`config.mk`:
```
export PLATFORM = sky130hd
export DESIGN_NAME = humidity_temperature_frame_decoder_core
export DESIGN_NICKNAME = d
export VERILOG_FILES = /design/src/sv/htfd_pkg.sv /design/src/sv/htfd_rx.sv /design/src/sv/htfd_scale.sv /design/src/sv/humidity_temperature_frame_decoder_core.sv
export SDC_FILE = /design/constraint.sdc
export NUM_CORES = 1
export LEC_CHECK = 0
export ABC_AREA = 1
export CORE_ASPECT_RATIO = 1.2
export CORE_UTILIZATION = 39
export DETAILED_ROUTE_END_ITERATION = 10
export DONT_BUFFER_PORTS = 1
export PLACE_DENSITY_LB_ADDON = 0.08
export SLEW_MARGIN = 0
export SYNTH_ARGS = -nofsm -noshare
export SYNTH_HDL_FRONTEND = slang
export SYNTH_SLANG_ARGS = --single-unit
```
`constraint.sdc`:
```
create_clock -name clk -period 4.55 [get_ports clk]
set_input_delay 0.6825 -clock clk [delete_from_list [all_inputs] [get_ports clk]]
set_output_delay 0.6825 -clock clk [all_outputs]
set_load 0.01 [all_outputs]
```
`src/sv/htfd_pkg.sv`:
```
// ----------------------------------------------------------------------------
// htfd_pkg
// Types and constants for the humidity/temperature frame decoder: transfer
// payloads, the decoded frame record and the CRC-8 byte update.
// ----------------------------------------------------------------------------
package htfd_pkg;

	typedef struct packed {
		logic [7:0] rx_byte;
		logic       frame_start;
	} in_item_t;

	typedef struct packed {
		logic signed [14:0] temperature_centi;
		logic [13:0]        humidity_centi;
		logic [1:0]         frame_status;
	} out_item_t;

	typedef enum logic [1:0] {
		STATUS_OK       = 2'd0,
		STATUS_TEMP_CRC = 2'd1,
		STATUS_HUM_CRC  = 2'd2
	} frame_status_t;

	// Byte positions within a six-byte frame.
	typedef enum logic [2:0] {
		POS_TEMP_HI  = 3'd0,
		POS_TEMP_LO  = 3'd1,
		POS_TEMP_CRC = 3'd2,
		POS_HUM_HI   = 3'd3,
		POS_HUM_LO   = 3'd4,
		POS_HUM_CRC  = 3'd5
	} byte_pos_t;

	// Raw words and CRC verdict of one complete frame.
	typedef struct packed {
		logic [15:0]   temp_raw;
		logic [15:0]   hum_raw;
		frame_status_t status;
	} frame_t;

	localparam logic [7:0]  CRC_POLY        = 8'h31;
	localparam logic [7:0]  CRC_INIT        = 8'hFF;
	localparam logic [14:0] TEMP_SPAN_CENTI = 15'd17500;
	localparam logic [13:0] HUM_SPAN_CENTI  = 14'd10000;
	localparam logic signed [15:0] TEMP_OFFSET_CENTI = 16'sd4500;

	// One byte through the CRC-8 register, MSB first.
	function automatic logic [7:0] crc8_byte(input logic [7:0] crc, input logic [7:0] b);
		logic [7:0] c;
		c = crc ^ b;
		for (int k = 0; k < 8; k++) begin
			c = c[7] ? ((c << 1) ^ CRC_POLY) : (c << 1);
		end
		return c;
	endfunction

endpackage

```
`src/sv/htfd_rx.sv`:
```
// ----------------------------------------------------------------------------
// htfd_rx
// Byte framing: tracks the position within the frame, runs the CRC over each
// word, collects the raw words and registers one frame record per frame.
// ----------------------------------------------------------------------------
module htfd_rx (
	input  logic              clk,
	input  logic              arst_n,
	input  logic              accept,
	input  logic              advance,
	input  htfd_pkg::in_item_t item,
	output logic              frame_valid_s1,
	output htfd_pkg::frame_t  frame_s1
);
	import htfd_pkg::*;

	logic [2:0]  pos_q;
	logic [7:0]  crc_q;
	logic [15:0] temp_raw_q;
	logic [15:0] hum_raw_q;
	logic        temp_bad_q;

	logic [2:0] pos_eff;
	logic [7:0] crc_eff;
	logic [7:0] crc_next;
	logic       crc_match;
	logic       last_byte;

	// A frame start, or a position that cannot occur, begins a fresh frame.
	always_comb begin
		if (item.frame_start || pos_q > POS_HUM_CRC) begin
			pos_eff = POS_TEMP_HI;
			crc_eff = CRC_INIT;
		end else begin
			pos_eff = pos_q;
			crc_eff = crc_q;
		end
		crc_next  = crc8_byte(crc_eff, item.rx_byte);
		crc_match = (item.rx_byte == crc_eff);
		last_byte = (pos_eff == POS_HUM_CRC);
	end

	always_ff @(posedge clk or negedge arst_n) begin
		if (!arst_n) begin
			pos_q      <= POS_TEMP_HI;
			crc_q      <= CRC_INIT;
			temp_raw_q <= '0;
			hum_raw_q  <= '0;
			temp_bad_q <= 1'b0;
		end else if (accept) begin
			pos_q <= last_byte ? POS_TEMP_HI : pos_eff + 3'd1;
			case (pos_eff)
				POS_TEMP_HI: begin
					temp_raw_q[15:8] <= item.rx_byte;
					crc_q            <= crc_next;
				end
				POS_TEMP_LO: begin
					temp_raw_q[7:0] <= item.rx_byte;
					crc_q           <= crc_next;
				end
				POS_TEMP_CRC: begin
					temp_bad_q <= !crc_match;
					crc_q      <= CRC_INIT;
				end
				POS_HUM_HI: begin
					hum_raw_q[15:8] <= item.rx_byte;
					crc_q           <= crc_next;
				end
				POS_HUM_LO: begin
					hum_raw_q[7:0] <= item.rx_byte;
					crc_q          <= crc_next;
				end
				default: begin
					crc_q <= CRC_INIT;
				end
			endcase
		end
	end

	always_ff @(posedge clk or negedge arst_n) begin
		if (!arst_n) begin
			frame_valid_s1 <= 1'b0;
		end else if (advance) begin
			frame_valid_s1 <= accept && last_byte;
		end
	end

	always_ff @(posedge clk) begin
		if (accept && last_byte) begin
			frame_s1.temp_raw <= temp_raw_q;
			frame_s1.hum_raw  <= hum_raw_q;
			if (temp_bad_q) begin
				frame_s1.status <= STATUS_TEMP_CRC;
			end else if (!crc_match) begin
				frame_s1.status <= STATUS_HUM_CRC;
			end else begin
				frame_s1.status <= STATUS_OK;
			end
		end
	end

endmodule

```
`src/sv/htfd_scale.sv`:
```
// ----------------------------------------------------------------------------
// htfd_scale
// Converts raw words to centi-units: a product stage, then division by 65535
// and the temperature offset into the output register.
// ----------------------------------------------------------------------------
module htfd_scale (
	input  logic               clk,
	input  logic               arst_n,
	input  logic               frame_valid_s1,
	input  htfd_pkg::frame_t   frame_s1,
	output logic               take,
	output logic               out_valid,
	input  logic               out_ready,
	output htfd_pkg::out_item_t out_data
);
	import htfd_pkg::*;

	logic          valid_s2;
	logic [30:0]   temp_prod_s2;
	logic [29:0]   hum_prod_s2;
	frame_status_t status_s2;

	logic load_out;
	logic load_s2;

	logic [31:0] temp_sum;
	logic [31:0] hum_sum;
	logic [15:0] temp_quot;
	logic [15:0] hum_quot;
	logic signed [15:0] temp_centi;

	assign load_out = !out_valid || out_ready;
	assign load_s2  = !valid_s2 || load_out;
	assign take     = load_s2;

	always_ff @(posedge clk or negedge arst_n) begin
		if (!arst_n) begin
			valid_s2 <= 1'b0;
		end else if (load_s2) begin
			valid_s2 <= frame_valid_s1;
		end
	end

	always_ff @(posedge clk) begin
		if (load_s2 && frame_valid_s1) begin
			temp_prod_s2 <= 31'(frame_s1.temp_raw) * 31'(TEMP_SPAN_CENTI);
			hum_prod_s2  <= 30'(frame_s1.hum_raw) * 30'(HUM_SPAN_CENTI);
			status_s2    <= frame_s1.status;
		end
	end

	// floor(x / 65535) = (x + (x >> 16) + 1) >> 16, exact for x below 2^31.
	always_comb begin
		temp_sum   = 32'(temp_prod_s2) + 32'(temp_prod_s2 >> 16) + 32'd1;
		hum_sum    = 32'(hum_prod_s2) + 32'(hum_prod_s2 >> 16) + 32'd1;
		temp_quot  = temp_sum[31:16];
		hum_quot   = hum_sum[31:16];
		temp_centi = signed'({1'b0, temp_quot[14:0]}) - TEMP_OFFSET_CENTI;
	end

	always_ff @(posedge clk or negedge arst_n) begin
		if (!arst_n) begin
			out_valid <= 1'b0;
		end else if (load_out) begin
			out_valid <= valid_s2;
		end
	end

	always_ff @(posedge clk) begin
		if (load_out && valid_s2) begin
			out_data.frame_status <= status_s2;
			if (status_s2 == STATUS_OK) begin
				out_data.temperature_centi <= temp_centi[14:0];
				out_data.humidity_centi    <= hum_quot[13:0];
			end else begin
				out_data.temperature_centi <= '0;
				out_data.humidity_centi    <= '0;
			end
		end
	end

endmodule

```
`src/sv/humidity_temperature_frame_decoder_core.sv`:
```
// ----------------------------------------------------------------------------
// humidity_temperature_frame_decoder_core
// Decodes six-byte sensor frames (two CRC-8 checked words) into temperature
// and humidity in hundredths.
// ----------------------------------------------------------------------------
// Usage:
//   The input channel (in_valid, in_ready, in_data) carries one frame byte per
//   transfer, in bus order, with frame_start marking the first byte of a
//   frame. The output channel (out_valid, out_ready, out_data) carries one
//   result per complete frame; bytes that do not end a frame give no result.
//   Throughput is one byte per cycle while the output does not back up the
//   pipeline. The CRC is updated in the same cycle a byte is taken, so the
//   frame tracking never holds up the input. After the transfer of the sixth
//   byte a result passes the frame record register, the multiplier register
//   and the output register, in that order, before out_valid rises.
//   When the receiver stalls, the three registers fill and in_ready drops
//   only once all of them hold a result; a waiting result never blocks bytes
//   that complete no frame until the pipeline is full.
//   Reset clears the frame position, the CRC to 0xFF and all valid flags;
//   any partly received frame is lost.
// ----------------------------------------------------------------------------
module humidity_temperature_frame_decoder_core (
	input  logic                clk,
	input  logic                arst_n,
	input  logic                in_valid,
	output logic                in_ready,
	input  htfd_pkg::in_item_t  in_data,
	output logic                out_valid,
	input  logic                out_ready,
	output htfd_pkg::out_item_t out_data
);
	import htfd_pkg::*;

	logic   frame_valid_s1;
	frame_t frame_s1;
	logic   take_s1;
	logic   advance_s1;
	logic   accept;

	assign advance_s1 = !frame_valid_s1 || take_s1;
	assign in_ready   = advance_s1;
	assign accept     = in_valid && in_ready;

	htfd_rx u_rx (
		.clk            (clk),
		.arst_n         (arst_n),
		.accept         (accept),
		.advance        (advance_s1),
		.item           (in_data),
		.frame_valid_s1 (frame_valid_s1),
		.frame_s1       (frame_s1)
	);

	htfd_scale u_scale (
		.clk            (clk),
		.arst_n         (arst_n),
		.frame_valid_s1 (frame_valid_s1),
		.frame_s1       (frame_s1),
		.take           (take_s1),
		.out_valid      (out_valid),
		.out_ready      (out_ready),
		.out_data       (out_data)
	);

endmodule
```
==> metrics.cfg, run 1 <==
[sta]
setup_viol = 0
fin_crit_sh = 0.951
fmax_mhz = 231
worst_pin_slew_ps = 1130
finClkSkew_ps = 10.8
final.setup.worst_slack_ps = 222
hold_viol = 0
period_minus_slack_ps = 4330
grt_setup_unrepaired = true
fin_tns_setup_ps = 0
max_slew_margin = 0.244
finalMaxSlewViolations = 0

[cells_and_area]
layout-drive-gt1-share = 0.130
final_area_um2 = 16100
syn2layout_area_growth_pct = 14.0
insertedDiodeCount = 0
nets = 1919
layout_commonest_cell = inv_1
final_cell_mix = 312 x inv_1, 282 x nand2_1, 179 x ha_1

[outcome]
status = finished clean

[routing]
drt-total-wl_um = 30600
drc = 0
drt_first_iter_violations = 467
vias = 9938
wl_per_cell_um = 14.5
dr.pass1.iters = 4
via_per_inst = 4.70
ant_nets = 0

[cts]
cts_tree = built
clk_latency_ps = 440
numClockSinks = 169
cts_made_buffers = 17
path_clk_slew_ps = 70
ctsHtreeMaxLevel = 4
cts_max_path_buffers = 2
root_buffer = clkbuf_16

[setup_path]
path_buf_inv = 2
crit_required_ps = 4740
cp_max_fo = 5
worstSetupStartpointType = register
worst_ep_arrival_time_ps = 4520
cp_slowest_stage_delay_ps = 520
cpMaxStageDelayCell = fa_1
critical-path-top-delay-family = adder cells
critical_path_class = reg -> reg
path_cells = ha_1 > fa_1 > ha_1 > fa_1 > inv_1 > fa_1 > inv_1 > ha_4 > a21o_1 > a21boi_0 > o21bai_1 > a21oi_1 > o21ai_1 > nand3_1 > nand2_1 > xor2_1
end_kind = register
path_common_cell = fa_1

[floorplan]
core_um2 = 35800
start_util = 0.395
dieArea_um2 = 37000
rows = 76
die_width_um = 176
ios = 46
dieHeight_um = 210

[pwr]
power_density_nw_per_um2 = 356
p_leak_nw = 7.83
power_w = 0.00573
vdd_drop_max_uv = 223

[synth]
synth_cell_types = 46
synthesis.area_um2 = 14100
avgSynthCellArea_um2 = 9.09
ys_ff_latch = 169
synth_area_leaders = edfxtp_1 26%, ha_1 17%, fa_1 11%, inv_1 8.4%, nand2_1 7.6%
syn-num-nets = 1841
seq_area_frac_synth = 0.343
yosysWarnings = 0
netlist.area_leader.share = 0.259
yosysTopAreaCell = edfxtp_1
synthCells = 1555

[placed_design]
portBuffers = 0
dpl_cell_area_um2 = 15100
gp_congestion = 0.877
dp_worst_setup_slack_ps = 8.22
dp_hpwl_um = 25300

[global_route]
grt_pass1_vias = 10200
grt_overflow = 0
grt_pass1_wl_um = 51000
grt_max_degree = 40
track_usage = 0.177
antenna_found_initial = 0

[worst_hold_path]
holdCritPathClass = in -> async

[run]
max_cap_violations = 0

-- flip-flops by register name (all words and copies together), names as in the netlist --
signal,count
u_rx.frame_s1,34
u_scale.out_data,31
u_scale.temp_prod_s2,29
u_scale.hum_prod_s2,26
u_rx.hum_raw_q,16
u_rx.temp_raw_q,16
u_rx.crc_q,8
u_rx.pos_q,3
u_scale.status_s2,2
u_rx.frame_valid_s1,1
u_rx.temp_bad_q,1
u_scale.out_valid,1
u_scale.valid_s2,1
-- through the flow --
stage               utilization  std cells  hold slack [ps]
floorplan                     -       1555              387
global placement          0.421       2065              389
detailed placement        0.421       2065              389
CTS                       0.440       2100             60.4
global route              0.450       2114             50.2
finish                    0.450       2114             78.2
-- metal layers --
| metal | up-vias | global-route usage | wire, µm |
|---|---|---|---|
| met5 | - | 0 | 0 |
| met4 | 0 | 0.0468 | 412 |
| met3 | 23 | 0.0244 | 585 |
| met2 | 101 | 0.315 | 15200 |
| met1 | 4652 | 0.223 | 14400 |
| li1 | 5162 | - | - |
-- cell type report --
type                            count  area, µm²
Fill cell                        3551      19700
Multi-Input combinational cell   1049       8280
Sequential cell                   169       4850
Inverter                          329       1240
Tap cell                          468        586
Timing Repair Buffer               67        515
Clock buffer                       19        453
Clock inverter                     13        181
-- synthesized netlist by cell type, drive strengths merged --
cell type and count:
nor4 4, inv 328, o221ai 1, a21boi 5, dfrtp 39, a31oi 7
a21o 4, o22ai 6, nor3 15, and2 1, nor3b 1, xnor2 18
ha 193, buf 2, clkbuf 6, o211a 1, o21bai 9, xor2 42
a211oi 2, edfxtp 122, o21ai 68, clkinv 1, fa 80, dfstp 8
nand3b 5, or2 1, a21oi 88, nand2 310, nand4 13, nand3 50
nor2 125
-- path summary, 6_finish.rpt --
| path | start | end | slack [ps] | depth (start not counted) |
|---|---|---|---|---|
| hold reg to reg | u_rx.temp_raw_q[2] | u_rx.frame_s1[20] | 450 | 0 |
| min in group clk | u_rx.temp_raw_q[2] | u_rx.frame_s1[20] | 450 | 0 |
| setup / recovery | u_rx.frame_s1[27] | u_scale.temp_prod_s2[24] | 220 | 16 |
| setup reg to reg | u_rx.frame_s1[27] | u_scale.temp_prod_s2[24] | 220 | 16 |
| hold / removal | arst_n | u_rx.hum_raw_q[15] | 80 | 1 |
| max in group asynchronous | arst_n | u_rx.temp_raw_q[7] | 4250 | 1 |
-- repair_timing --
item / CTS / global route
setup endpoints to repair: 3 / 15
pin swaps: 0 / 19
endpoints found under the hold margin: 39 / 0
hold buffers: 1 / 0
gates resized for setup: 0 / 46
cloned: 0 / 0
buffers inserted: 2 / 14
-- power breakdown --
part           internal, W  switching, W  total [W]
Combinational     0.000875       0.00116    0.00203
Sequential         0.00198      0.000123    0.00211
Clock             0.000913      0.000680    0.00159
-- kinds of logic after synthesis --
family,synth area share
xor+xnor,0.0420
simple gates,0.166
buf+inv,0.0902
flops,0.343
compound gates,0.0740
fa+ha+maj,0.284
Note: power is estimated with default switching activity, not from simulation.
==> run 2: changes to the inputs <==
--- a/config.mk
+++ b/config.mk
@@ -5,7 +5,6 @@
 export SDC_FILE = /design/constraint.sdc
 export NUM_CORES = 1
 export LEC_CHECK = 0
-export ABC_AREA = 1
 export CORE_ASPECT_RATIO = 1.2
 export CORE_UTILIZATION = 39
 export DETAILED_ROUTE_END_ITERATION = 10
==> run 2 against run 1 <==
Largest cell class unchanged; largest power group is now combinational logic; critical endpoint is now u_scale.hum_prod_s2[29]; the flow now finishes with violations (setup timing); flip-flop and latch count unchanged; clock skew up 2.3 ps; power up 12%; hold slack about the same; wire length down 14%; maximum frequency down 7.8%; setup slack worse by 370 ps.
==> metrics.cfg, run 2 <==
[outcome]
status = complete, but fails checks
violations = setup timing

[routing]
drt_first_iter_violations = 376
met1_length_um = 12800
drc = 0
vias = 8240
wl_met3_um = 771
route.met2.wl_um = 12400
wl_per_cell_um = 15.5
drt-total-wl_um = 26300
via_per_inst = 4.85
ant_nets = 0
dr.pass1.iters = 4
highest-signal-layer = met4

[sta]
hold_ws_ps = 78.7
fmax_mhz = 213
final.setup.worst_slack_ps = -145
period_minus_slack_ps = 4690
setup_viol = 4
grt_setup_unrepaired = true
max_slew_margin = 0.425
fin_crit_sh = 1.03
worst_pin_slew_ps = 858
finalMaxSlewViolations = 0
hold_viol = 0
finClkSkew_ps = 13.1

[placed_design]
dpl_cell_area_um2 = 14300
dp_hpwl_um = 21100
gp_congestion = 0.831
portBuffers = 0

[global_route]
grt_pass1_wl_um = 44300
antenna_found_initial = 2
track_usage = 0.167
grt_overflow = 0
grt_max_degree = 40
grt_pass1_vias = 8568

[cells_and_area]
regMostFlops = u_rx.frame_s1
largest_reg_flops = 34
fillers = 2952
layout-drive-gt1-share = 0.245
layout_commonest_cell = inv_1
top_regs = u_rx.frame_s1 x34, u_scale.out_data x31, u_scale.temp_prod_s2 x29
insertedDiodeCount = 0
syn2layout_area_growth_pct = 21.3
final_cell_mix = 171 x inv_1, 160 x ha_1, 129 x buf_4
final_area_um2 = 15600
nets = 1564

[cts]
numClockSinks = 169
cts_made_buffers = 17
clk_latency_ps = 440
cts_max_path_buffers = 2
ctsHtreeMaxLevel = 4
path_clk_slew_ps = 80
root_buffer = clkbuf_16
cts_tree = built

[synth]
yosysTopAreaCell = edfxtp_1
synthTopCellsByCount = 193 x ha_1, 191 x inv_1, 122 x edfxtp_1, 80 x fa_1, 61 x nor2_1
ys.flop_type = edfxtp_1
synthesis.area_um2 = 12900
syn-num-nets = 1418
netlist.area_leader.share = 0.284
synth_cell_types = 61
yosysWarnings = 0
synth-edff-count = 122
synth.most_common_cell = ha_1
synthCells = 1132
synth_area_leaders = edfxtp_1 28%, ha_1 19%, fa_1 12%, dfrtp_1 7.6%, inv_1 5.6%
async_reset_ff_frac = 0.278
ys_ff_latch = 169
avgSynthCellArea_um2 = 11.4
seq_area_frac_synth = 0.376

[setup_path]
crit_required_ps = 4740
worst_ep_arrival_time_ps = 4880
critical_path_class = reg -> reg
cp_max_fo = 3
end_kind = register
critPathLaunch = u_rx.frame_s1[7]
reg2regPathDepth = 21
rr_endpoint = u_scale.hum_prod_s2[29]
worstSetupEndpoint = u_scale.hum_prod_s2[29]
r2r_start = u_rx.frame_s1[7]
reg2reg_slack_ps = -140
worstSetupStartpointType = register

[floorplan]
rows = 72
die_width_um = 168
dieArea_um2 = 33800
core_um2 = 32300
dieHeight_um = 201
ios = 46
start_util = 0.398

[pwr]
seq_power_share = 0.337
power_density_nw_per_um2 = 409
swShare = 0.336
clock_power_share = 0.230
vdd_drop_max_uv = 224
power_switching_w = 0.00215
comb_power_share = 0.433
p_leak_nw = 7.03
p_int_w = 0.00425

[worst_hold_path]
holdCritPathClass = in -> async

[run]
max_cap_violations = 0

[run 2: cell count changes after synthesis, sizes merged, moves of 33 or more]
cell	previous run	this run
xnor2	18	55
nor2	125	63
mux2	0	33
o21ai	68	28
inv	328	191
nand2	310	39
[run 2: power by group through the flow]
stage                     Sequential (W)  Combinational [W]  Clock [W]
after global placement           0.00218            0.00241          0
final                            0.00215            0.00277    0.00147
after detailed placement         0.00219            0.00242          0
after CTS                        0.00216            0.00256    0.00152
after global routing             0.00218            0.00313    0.00158
after floorplan                  0.00214            0.00173          0
[run 2: cell type report]
type,instances,area [µm²],share of cell area
Clock buffer,19,475,0.0304
Clock inverter,13,120,0.00769
Inverter,191,717,0.0459
Multi-Input combinational cell,762,7880,0.505
Sequential cell,169,4850,0.310
Tap cell,407,509,0.0326
Timing Repair Buffer,137,1070,0.0683
[run 2: worst min path at each step]
stage                start                   to  slack (ps)
floorplan           arst_n  u_rx.frame_valid_s1         390
global placement    arst_n   u_rx.hum_raw_q[10]         390
detailed placement  arst_n   u_rx.hum_raw_q[10]         390
CTS                 arst_n        u_rx.crc_q[0]          60
global route        arst_n        u_rx.crc_q[0]          50
finish              arst_n        u_rx.crc_q[0]          80
[run 2: logic make-up (layout without fill, tap and decap cells)]
| family | Yosys count | in the layout | synth area share |
|---|---|---|---|
| fa+ha+maj | 273 | 273 | 0.312 |
| xor+xnor | 82 | 82 | 0.0557 |
| flops | 169 | 169 | 0.376 |
| compound gates | 180 | 180 | 0.0958 |
| simple gates | 193 | 193 | 0.0714 |
| mux | 34 | 34 | 0.0296 |
| buf+inv | 201 | 360 | 0.0592 |
[run 2: what timing repair did]
| action | 4_1_cts | 5_1_grt |
|---|---|---|
| endpoints found under the setup margin | 14 | 18 |
| hold buffers | 1 | 0 |
| endpoints found under the hold margin | 39 | 0 |
| gates resized for setup | 23 | 74 |
| pin swaps | 31 | 73 |
| setup buffers | 13 | 15 |
[run 2: per-stage QoR]
step,std cells,power (W),TNS (ps),utilization,setup WS [ps]
final,1698,0.00640,-455,0.483,-145
after global routing,1698,0.00689,-2220,0.483,-435
after CTS,1684,0.00624,-439,0.467,-187
after detailed placement,1638,0.00461,-2190,0.441,-294
after global placement,1638,0.00460,-2030,0.441,-250
after floorplan,1132,0.00388,-307,-,-141
[run 2: worst max-delay path: stages, from the launching register on]
cell	delay, ps
edfxtp_1	400
inv_2	110
buf_6	100
fa_1	390
inv_1	60
ha_1	140
inv_2	40
fa_1	520
inv_1	40
ha_1	260
inv_1	40
fa_1	490
inv_2	50
ha_4	200
o21a_1	190
o21ai_2	150
o31ai_2	80
o41a_1	370
o41ai_4	400
o2111ai_1	140
a21oi_1	170
xnor2_1	90
[run 2: per-layer routing]
| layer | track usage | up-vias |
|---|---|---|
| li1 | - | 4216 |
| met1 | 0.227 | 3886 |
| met2 | 0.276 | 118 |
| met3 | 0.0266 | 20 |
| met4 | 0.0433 | 0 |
| met5 | 0 | - |
